`src/sv/assert_macros.svh`:
```
// Assertion macros used by the level detector core.
`ifndef ASSERT_MACROS_SVH
`define ASSERT_MACROS_SVH
`ifndef SYNTH
`define WPLD_ASSERT(lbl, prop) \
  lbl: assert property (@(posedge clk_i) disable iff (!rst_ni) prop) \
    else $error("level detector check failed");
`define WPLD_ASSERT_ALWAYS(lbl, prop) \
  lbl: assert property (@(posedge clk_i) prop) \
    else $error("level detector invariant failed");
`else
`define WPLD_ASSERT(lbl, prop)
`define WPLD_ASSERT_ALWAYS(lbl, prop)
`endif
`endif

```
`src/sv/wpld_pkg.sv`:
```
// Shared types and constants of the windowed power level detector.
package wpld_pkg;

  // Field widths.
  localparam int unsigned SAMPLE_W = 12;
  localparam int unsigned SQ_W     = 23;
  localparam int unsigned THR_W    = 23;
  localparam int unsigned PERIOD_W = 16;
  localparam int unsigned ENERGY_W = 28;
  localparam int unsigned CFG_IDX_W = 2;

  // Default window length.
  localparam int unsigned DEF_WINDOW_LEN = 50;

  // Reset values of the configuration registers.
  localparam logic [THR_W-1:0]    DETECT_THR_RST = 23'd40000;
  localparam logic [THR_W-1:0]    ANNOY_THR_RST  = 23'd150000;
  localparam logic [PERIOD_W-1:0] PERIOD_RST     = 16'd200;

  // Largest value the energy output can show.
  localparam logic [ENERGY_W-1:0] ENERGY_MAX = 28'hFFF_FFFF;

  // Configuration register indexes.
  typedef enum logic [CFG_IDX_W-1:0] {
    CFG_DETECT_THR = 2'd0,
    CFG_ANNOY_THR  = 2'd1,
    CFG_PERIOD     = 2'd2
  } cfg_idx_e;

  // Squares of the entering and the leaving sample.
  typedef struct packed {
    logic [SQ_W-1:0] sq_new;
    logic [SQ_W-1:0] sq_old;
  } sq_pair_t;

  // Square of a centered two's complement sample.
  function automatic logic [SQ_W-1:0] square_of(input logic [SAMPLE_W-1:0] v);
    logic [SAMPLE_W-1:0]   mag;
    logic [2*SAMPLE_W-1:0] prod;
    mag  = v[SAMPLE_W-1] ? (~v + SAMPLE_W'(1)) : v;
    prod = mag * mag;
    return prod[SQ_W-1:0];
  endfunction

endpackage

```
`src/sv/wpld_cfg.sv`:
```
// Configuration registers with window-scaled thresholds.
module wpld_cfg import wpld_pkg::*; #(
  parameter int unsigned WINDOW_LEN = DEF_WINDOW_LEN
) (
  input  logic                                  clk_i,
  input  logic                                  rst_ni,
  input  logic                                  cfg_we_i,
  input  logic [CFG_IDX_W-1:0]                  cfg_idx_i,
  input  logic [THR_W-1:0]                      cfg_wdata_i,
  output logic [THR_W+$clog2(WINDOW_LEN+1)-1:0] det_scl_o,
  output logic [THR_W+$clog2(WINDOW_LEN+1)-1:0] ann_scl_o,
  output logic [PERIOD_W-1:0]                   period_o
);

  localparam int unsigned SCL_W = THR_W + $clog2(WINDOW_LEN + 1);
  localparam logic [SCL_W-1:0] DET_SCL_RST = SCL_W'(DETECT_THR_RST) * SCL_W'(WINDOW_LEN);
  localparam logic [SCL_W-1:0] ANN_SCL_RST = SCL_W'(ANNOY_THR_RST) * SCL_W'(WINDOW_LEN);

  logic [SCL_W-1:0]    det_scl_q, det_scl_d;
  logic [SCL_W-1:0]    ann_scl_q, ann_scl_d;
  logic [PERIOD_W-1:0] period_q, period_d;
  logic [SCL_W-1:0]    wdata_scl;

  // Thresholds are stored already multiplied by the window length.
  assign wdata_scl = SCL_W'(cfg_wdata_i) * SCL_W'(WINDOW_LEN);

  // Register write decode; unused indexes are ignored.
  always_comb begin
    det_scl_d = det_scl_q;
    ann_scl_d = ann_scl_q;
    period_d  = period_q;
    if (cfg_we_i) begin
      unique case (cfg_idx_i)
        CFG_DETECT_THR: det_scl_d = wdata_scl;
        CFG_ANNOY_THR:  ann_scl_d = wdata_scl;
        CFG_PERIOD:     period_d  = cfg_wdata_i[PERIOD_W-1:0];
        default: ;
      endcase
    end
  end

  always_ff @(posedge clk_i or negedge rst_ni) begin
    if (!rst_ni) begin
      det_scl_q <= DET_SCL_RST;
      ann_scl_q <= ANN_SCL_RST;
      period_q  <= PERIOD_RST;
    end else begin
      det_scl_q <= det_scl_d;
      ann_scl_q <= ann_scl_d;
      period_q  <= period_d;
    end
  end

  assign det_scl_o = det_scl_q;
  assign ann_scl_o = ann_scl_q;
  assign period_o  = period_q;

endmodule

```
`src/sv/wpld_front.sv`:
```
// Input stage: sample delay line and squares of entering and leaving samples.
module wpld_front import wpld_pkg::*; #(
  parameter int unsigned WINDOW_LEN = DEF_WINDOW_LEN
) (
  input  logic                clk_i,
  input  logic                rst_ni,
  input  logic                in_valid_i,
  output logic                in_ready_o,
  input  logic [SAMPLE_W-1:0] sample_i,
  output logic                out_valid_o,
  input  logic                out_ready_i,
  output sq_pair_t            out_sq_o
);

  logic [SAMPLE_W-1:0] win_q [WINDOW_LEN];
  logic [SAMPLE_W-1:0] centred;
  logic                valid_q, valid_d;
  sq_pair_t            sq_q, sq_d;
  logic                fire;

  // The stage takes a word when empty or when its word leaves this cycle.
  assign in_ready_o = !valid_q || out_ready_i;
  assign fire       = in_valid_i && in_ready_o;

  // Removing the mid-scale offset only flips the top bit.
  assign centred = {~sample_i[SAMPLE_W-1], sample_i[SAMPLE_W-2:0]};

  // Squares of the new sample and of the one that falls out of the window.
  assign sq_d.sq_new = square_of(centred);
  assign sq_d.sq_old = square_of(win_q[WINDOW_LEN-1]);

  always_comb begin
    valid_d = valid_q;
    if (fire) begin
      valid_d = 1'b1;
    end else if (out_ready_i) begin
      valid_d = 1'b0;
    end
  end

  // Delay line of centered samples, cleared to zero by reset.
  always_ff @(posedge clk_i or negedge rst_ni) begin
    if (!rst_ni) begin
      for (int i = 0; i < WINDOW_LEN; i++) begin
        win_q[i] <= '0;
      end
      valid_q <= 1'b0;
    end else begin
      valid_q <= valid_d;
      if (fire) begin
        win_q[0] <= centred;
        for (int i = 1; i < WINDOW_LEN; i++) begin
          win_q[i] <= win_q[i-1];
        end
      end
    end
  end

  // Square register.
  always_ff @(posedge clk_i) begin
    if (fire) begin
      sq_q <= sq_d;
    end
  end

  assign out_valid_o = valid_q;
  assign out_sq_o    = sq_q;

endmodule

```
`src/sv/wpld_core.sv`:
```
// Running energy sum, report counter, threshold compares and result register.
module wpld_core import wpld_pkg::*; #(
  parameter int unsigned WINDOW_LEN = DEF_WINDOW_LEN
) (
  input  logic                                  clk_i,
  input  logic                                  rst_ni,
  input  logic                                  in_valid_i,
  output logic                                  in_ready_o,
  input  sq_pair_t                              sq_i,
  input  logic [THR_W+$clog2(WINDOW_LEN+1)-1:0] det_scl_i,
  input  logic [THR_W+$clog2(WINDOW_LEN+1)-1:0] ann_scl_i,
  input  logic [PERIOD_W-1:0]                   period_i,
  output logic                                  out_valid_o,
  input  logic                                  out_ready_i,
  output logic                                  detected_o,
  output logic                                  report_valid_o,
  output logic                                  annoying_o,
  output logic [ENERGY_W-1:0]                   window_energy_o
);

  localparam int unsigned SUM_W = SQ_W + $clog2(WINDOW_LEN);
  localparam int unsigned SCL_W = THR_W + $clog2(WINDOW_LEN + 1);
  localparam int unsigned EXT_W = (SUM_W > ENERGY_W) ? SUM_W : ENERGY_W;
  localparam logic [SUM_W-1:0] ENERGY_CAP = SUM_W'(WINDOW_LEN * (1 << (SQ_W - 1)));

  logic [SUM_W-1:0]    energy_q, energy_d;
  logic [PERIOD_W-1:0] cnt_q, cnt_d;
  logic                out_valid_q, out_valid_d;
  logic                detected_q, detected_d;
  logic                report_q, report_d;
  logic                annoy_q, annoy_d;
  logic [ENERGY_W-1:0] energy_out_q, energy_out_d;
  logic [SCL_W-1:0]    sum_cmp;
  logic [EXT_W-1:0]    sum_ext;
  logic                fire;

  // Output register frees up when empty or when its word is taken.
  assign in_ready_o = !out_valid_q || out_ready_i;
  assign fire       = in_valid_i && in_ready_o;

  // Add the entering square and drop the leaving one.
  assign energy_d = energy_q + SUM_W'(sq_i.sq_new) - SUM_W'(sq_i.sq_old);

  // Report counter: a report restarts the count at one, otherwise it counts up and wraps.
  assign report_d = (cnt_q == period_i);
  assign cnt_d    = report_d ? PERIOD_W'(1) : cnt_q + PERIOD_W'(1);

  // Compare the exact sum against thresholds scaled by the window length.
  assign sum_cmp    = SCL_W'(energy_d);
  assign detected_d = (sum_cmp > det_scl_i);
  assign annoy_d    = report_d && (sum_cmp > ann_scl_i);

  // Saturate the reported energy to the output width.
  assign sum_ext      = EXT_W'(energy_d);
  assign energy_out_d = (sum_ext > EXT_W'(ENERGY_MAX)) ? ENERGY_MAX : sum_ext[ENERGY_W-1:0];

  always_comb begin
    out_valid_d = out_valid_q;
    if (fire) begin
      out_valid_d = 1'b1;
    end else if (out_ready_i) begin
      out_valid_d = 1'b0;
    end
  end

  // Control state and running sums.
  always_ff @(posedge clk_i or negedge rst_ni) begin
    if (!rst_ni) begin
      energy_q    <= '0;
      cnt_q       <= '0;
      out_valid_q <= 1'b0;
    end else begin
      out_valid_q <= out_valid_d;
      if (fire) begin
        energy_q <= energy_d;
        cnt_q    <= cnt_d;
      end
    end
  end

  // Result register.
  always_ff @(posedge clk_i) begin
    if (fire) begin
      detected_q   <= detected_d;
      report_q     <= report_d;
      annoy_q      <= annoy_d;
      energy_out_q <= energy_out_d;
    end
  end

  assign out_valid_o     = out_valid_q;
  assign detected_o      = detected_q;
  assign report_valid_o  = report_q;
  assign annoying_o      = annoy_q;
  assign window_energy_o = energy_out_q;

`include "assert_macros.svh"

  // An annoyance verdict only comes with a report.
  `WPLD_ASSERT(a_annoy_needs_report, out_valid_q && annoy_q |-> report_q)
  // A detection needs some energy in the window.
  `WPLD_ASSERT(a_detect_needs_energy, out_valid_q && detected_q |-> energy_out_q != '0)
  // An accepted word always shows up in the result register.
  `WPLD_ASSERT(a_fire_fills_output, fire |=> out_valid_q)
  // The running sum never exceeds a full window of full-scale samples.
  `WPLD_ASSERT(a_energy_bounded, energy_q <= ENERGY_CAP)

endmodule

```
`src/sv/windowed_power_level_detector_unit.sv`:
```
// A sample passes the square register and then the result register to its result word.
// Throughput: one sample per cycle while out_ready_i is high; the square stage
// and the result register each hold one word, and the energy accumulator updates once per sample.
// Reset clears the sample window, energy sum, report counter and both valid flags,
// and loads the default thresholds and report period.
module windowed_power_level_detector_unit import wpld_pkg::*; #(
  parameter int unsigned WINDOW_LEN = DEF_WINDOW_LEN
) (
  input  logic                 clk_i,
  input  logic                 rst_ni,
  input  logic                 cfg_we_i,
  input  logic [CFG_IDX_W-1:0] cfg_idx_i,
  input  logic [THR_W-1:0]     cfg_wdata_i,
  input  logic                 in_valid_i,
  output logic                 in_ready_o,
  input  logic [SAMPLE_W-1:0]  sample_i,
  output logic                 out_valid_o,
  input  logic                 out_ready_i,
  output logic                 detected_o,
  output logic                 report_valid_o,
  output logic                 annoying_o,
  output logic [ENERGY_W-1:0]  window_energy_o
);

  localparam int unsigned SCL_W = THR_W + $clog2(WINDOW_LEN + 1);

  logic [SCL_W-1:0]    det_scl;
  logic [SCL_W-1:0]    ann_scl;
  logic [PERIOD_W-1:0] period;
  logic                sq_valid;
  logic                sq_ready;
  sq_pair_t            sq_pair;

  // Configuration registers.
  wpld_cfg #(
    .WINDOW_LEN(WINDOW_LEN)
  ) u_cfg (
    .clk_i      (clk_i),
    .rst_ni     (rst_ni),
    .cfg_we_i   (cfg_we_i),
    .cfg_idx_i  (cfg_idx_i),
    .cfg_wdata_i(cfg_wdata_i),
    .det_scl_o  (det_scl),
    .ann_scl_o  (ann_scl),
    .period_o   (period)
  );

  // Delay line and squaring stage.
  wpld_front #(
    .WINDOW_LEN(WINDOW_LEN)
  ) u_front (
    .clk_i      (clk_i),
    .rst_ni     (rst_ni),
    .in_valid_i (in_valid_i),
    .in_ready_o (in_ready_o),
    .sample_i   (sample_i),
    .out_valid_o(sq_valid),
    .out_ready_i(sq_ready),
    .out_sq_o   (sq_pair)
  );

  // Accumulator, compares and result register.
  wpld_core #(
    .WINDOW_LEN(WINDOW_LEN)
  ) u_core (
    .clk_i          (clk_i),
    .rst_ni         (rst_ni),
    .in_valid_i     (sq_valid),
    .in_ready_o     (sq_ready),
    .sq_i           (sq_pair),
    .det_scl_i      (det_scl),
    .ann_scl_i      (ann_scl),
    .period_i       (period),
    .out_valid_o    (out_valid_o),
    .out_ready_i    (out_ready_i),
    .detected_o     (detected_o),
    .report_valid_o (report_valid_o),
    .annoying_o     (annoying_o),
    .window_energy_o(window_energy_o)
  );

endmodule

```
`config.mk`:
```
export PLATFORM = sky130hd
export DESIGN_NAME = windowed_power_level_detector_unit
export DESIGN_NICKNAME = d
export VERILOG_FILES = /design/src/sv/wpld_pkg.sv /design/src/sv/wpld_cfg.sv /design/src/sv/wpld_front.sv /design/src/sv/wpld_core.sv /design/src/sv/windowed_power_level_detector_unit.sv
export VERILOG_INCLUDE_DIRS = /design/src /design/src/sv
export SDC_FILE = /design/constraint.sdc
export NUM_CORES = 2
export LEC_CHECK = 0
export BUFFER_PORTS_ARGS = -buffer_cell sky130_fd_sc_hd__buf_2
export CORE_MARGIN = 8
export CORE_UTILIZATION = 44
export CTS_CLUSTER_DIAMETER = 50
export DETAILED_ROUTE_END_ITERATION = 10
export SLEW_MARGIN = 20
export SYNTH_ARGS = -nofsm -noshare
export SYNTH_HDL_FRONTEND = slang
export SYNTH_SLANG_ARGS = --single-unit
```
`constraint.sdc`:
```
create_clock -name clk_i -period 6 [get_ports clk_i]
set_input_delay 1.2 -clock clk_i [delete_from_list [all_inputs] [get_ports clk_i]]
set_output_delay 1.2 -clock clk_i [all_outputs]
set_load 0.01 [all_outputs]
```
==> results by group <==
Routing
  – Vias: 30,500
  – Highest Signal Layer: met4
  – Vias per inst: between 4 and 5
  – Initial DRC count: 1,853
  – # DRC: 0
  – TritonRoute pass-1 iters: 5
  – Post-DRT Antenna Nets: 0
  – Routed wl met2: 41,200 um
  – Wire length on met3: 3410 um
  – Wire per inst: 13.8 um
  – Metal-1 WL: ~43,000 um
  – Detailed Route WL: 89,700 um

Critical path
  – CP Capture Type: flop
  – CP max FO: 4
  – Worst path slowest cell: fa_1
  – CP Launch Type: flop
  – CP Class: reg2reg
  – Crit path required time: 6410 ps
  – Most frequent CP cell: fa_1
  – WP data arrival: 6720 ps
  – Worst path max stage delay: 530 ps

Global routing
  – Vias in the first global route: 30,600
  – First-pass GRT wire length: 152,000 um
  – Initial antenna violation count: 2
  – GRT Overall Usage: about 17%
  – Largest net degree at the start of global routing: roughly 220
  – Total gr overflow: 0

Clocking
  – Clock Latency Late Sink: a little under 700 ps
  – CTS Buf Count: 100
  – Clock tree from TritonCTS: done
  – Clock transition at the registers of the reported paths: 60 ps
  – H-tree depth: 3
  – CTS Root Cell: clkbuf_16
  – Maximum clock path buffer count: 3
  – Clock net sink count: 794
  – Hold Buf Count CTS: 0

Synthesis
  – Ys async rst share: 90.6%
  – Post-Syn Area: 43,200 um^2
  – Area contributors post-synth: dfrtp_1 41%, nand2_1 17%, fa_1 9.4%, ha_1 7.8%, edfxtp_1 5.2%
  – Flops & latches, synth: 794
  – Commonest cells in the netlist: 1,995 x nand2_1, 699 x dfrtp_1, 570 x inv_1
  – Post-Synthesis Cells: 4,822
  – Cell variety after synth: 73
  – Count leader, synth: nand2_1
  – Post-synth top area share: 40.5%
  – Yosys Warn Count: 0
  – Synthesized area per cell: around 9.0 um^2
  – Biggest area consumer among synthesized cells: dfrtp_1
  – Number of synthesized flops with an enable pin: 75
  – Post-synthesis sequential area ratio: 46.9%
  – Post-synth top flop: dfrtp_1

Floorplan
  – Boundary Pins: 75
  – Die ar.: 108,000 um^2
  – Row cnt: 115
  – Die Wd: about 330 um
  – Initial Util: 44.1%
  – Die height: 329 um
  – CORE AREA: roughly 98,000 um^2

Pwr
  – Maximum vdd drop: 0.471 mV
  – PD cells: 528 nW/um^2
  – Leak: around 28 nW

Place
  – DP Wirelength: between 60,000 and 70,000 um
  – # placed instances: about 6,300
  – Gpl congestion: between 0.8 and 0.9
  – Port Buf Inserts: 74
  – Post-Place Worst Slack: -847 ps

Timing
  – Slew Limit Fails: 0
  – Final Setup Violations: 10
  – Final min period: 6320 ps
  – F_max: 0.158 GHz
  – Worst slew margin: approximately 27%
  – Post-route setup slack: -317 ps
  – Crit share post-route: 105%
  – Worst-Margin Slew: 1090 ps
  – Clock skew: 38.0 ps
  – Setup Total Neg Slack: -1960 ps
  – Fin. Hold Viols: 0
  – RSZ-0062 raised after global routing: true

Cells and area
  – Final cell count without fillers: 6,483
  – Final net count: 5,621
  – Layout cells sized above 1: 13.8%
  – Area grow syn2layout: 18.6%
  – Final Core Density: a little over half

Status
  – Status: complete, but fails checks
  – Failing checks: setup timing

Worst hold path
  – Hold Path Class: reg2reg

Run
  – Max cap viols: 0
[final cells by class]
type / count / area (um^2)
Tap cell: 1287 / 1610
Multi-Input combinational cell: 3302 / 21000
Clock buffer: 134 / 2810
Fill cell: 9109 / 46600
Timing Repair Buffer: 335 / 2600
Inverter: 576 / 2180
Clock inverter: 54 / 704
Antenna cell: 1 / 2.50
Sequential cell: 794 / 20300
[cells in the final DEF, fill, tap and decap left out, types with 16 or more instances in the layout]
cell	n
nand2_1	1986
xnor2_1	75
dfrtp_1	699
ha_1	256
o21ai_0	134
buf_2	69
buf_4	237
a21o_1	48
mux2_2	23
nand4_1	21
fa_1	196
a21oi_1	70
dfstp_2	20
nor2_1	123
nand2b_1	22
edfxtp_1	75
buf_12	16
o21a_1	24
inv_1	537
clkbuf_8	16
xor2_1	37
conb_1	18
clkbuf_16	101
inv_2	32
clkbuf_1	17
[power breakdown]
group,internal [mW],total (mW),switching (mW),leakage [nW]
combinational,5.81,13.6,7.76,15.8
sequential,6.77,7.26,0.487,10.4
clock,3.71,6.19,2.48,1.71
[final timing paths]
path / from / end / slack [ps] / cells past startpoint
hold reg to reg: u_front.win_q[308]$_DFFE_PN0P_ / u_front.win_q[296]$_DFFE_PN0P_ / 450 / 2
setup reg to reg: u_front.win_q[3]$_DFFE_PN0P_ / u_front.out_sq_o[20]$_DFFE_PP_ / -320 / 27
setup / recovery: u_front.win_q[3]$_DFFE_PN0P_ / u_front.out_sq_o[20]$_DFFE_PP_ / -320 / 27
min in group asynchronous: rst_ni / u_front.win_q[346]$_DFFE_PN0P_ / 540 / 1
max in group asynchronous: rst_ni / u_front.win_q[485]$_DFFE_PN0P_ / 4220 / 2
hold / removal: u_front.win_q[308]$_DFFE_PN0P_ / u_front.win_q[296]$_DFFE_PN0P_ / 450 / 2
[sequential cells by signal, summed over array words and instances, names as in the netlist]
signal and flops:
u_core.annoying_o 1, u_core.energy_q 29, u_core.report_valid_o 1, u_cfg.period_o 16, u_front.out_valid_o 1, u_core.cnt_q 16
u_cfg.det_scl_o 28, u_core.detected_o 1, u_core.window_energy_o 28, u_front.out_sq_o 44, u_front.win_q 600, u_core.out_valid_o 1
u_cfg.ann_scl_o 28
[cell families (layout without fill, tap and decap cells)]
kind of cell	Yosys count	after routing	share of synthesized area [%]
buf+inv	742	1099	6.49
compound gates	376	376	5.38
simple gates	2278	2278	20.6
mux	27	27	0.704
fa+ha+maj	470	470	17.1
other cells	2	19	0.0174
flops	794	794	46.9
xor+xnor	133	133	2.76
[metrics by stage]
step | hold slack [ps] | power [mW] | instance area [um^2]
floorplan | 439 | 16.3 | 43700
global placement | 445 | 20.2 | 47000
detailed placement | 447 | 20.4 | 47000
CTS | 452 | 26.8 | 50700
global route | 469 | 29.3 | 51200
finish | 454 | 27.0 | 51200
[worst max-delay path: cells and delay by family, from the launching register on]
| family | cells | cell delay (ps) |
|---|---|---|
| flops | 1 | 380 |
| compound gates | 4 | 940 |
| fa+ha+maj | 6 | 2710 |
| xor+xnor | 2 | 270 |
| simple gates | 6 | 1020 |
| buf+inv | 9 | 730 |
[repair_timing]
item,in CTS,in global routing
endpoints found under the setup margin,15,21
hold endpoints to repair,0,0
buffers inserted,3,20
resized for setup,29,90
cloned,0,0
pin swaps,32,76
[layer usage]
layer	GRT usage, %	vias to the layer above
li1	-	15400
met1	23.7	14600
met3	2.66	125
met2	27.1	368
met5	0	-
met4	4.18	0
Note: power is estimated with default switching activity, not from simulation.
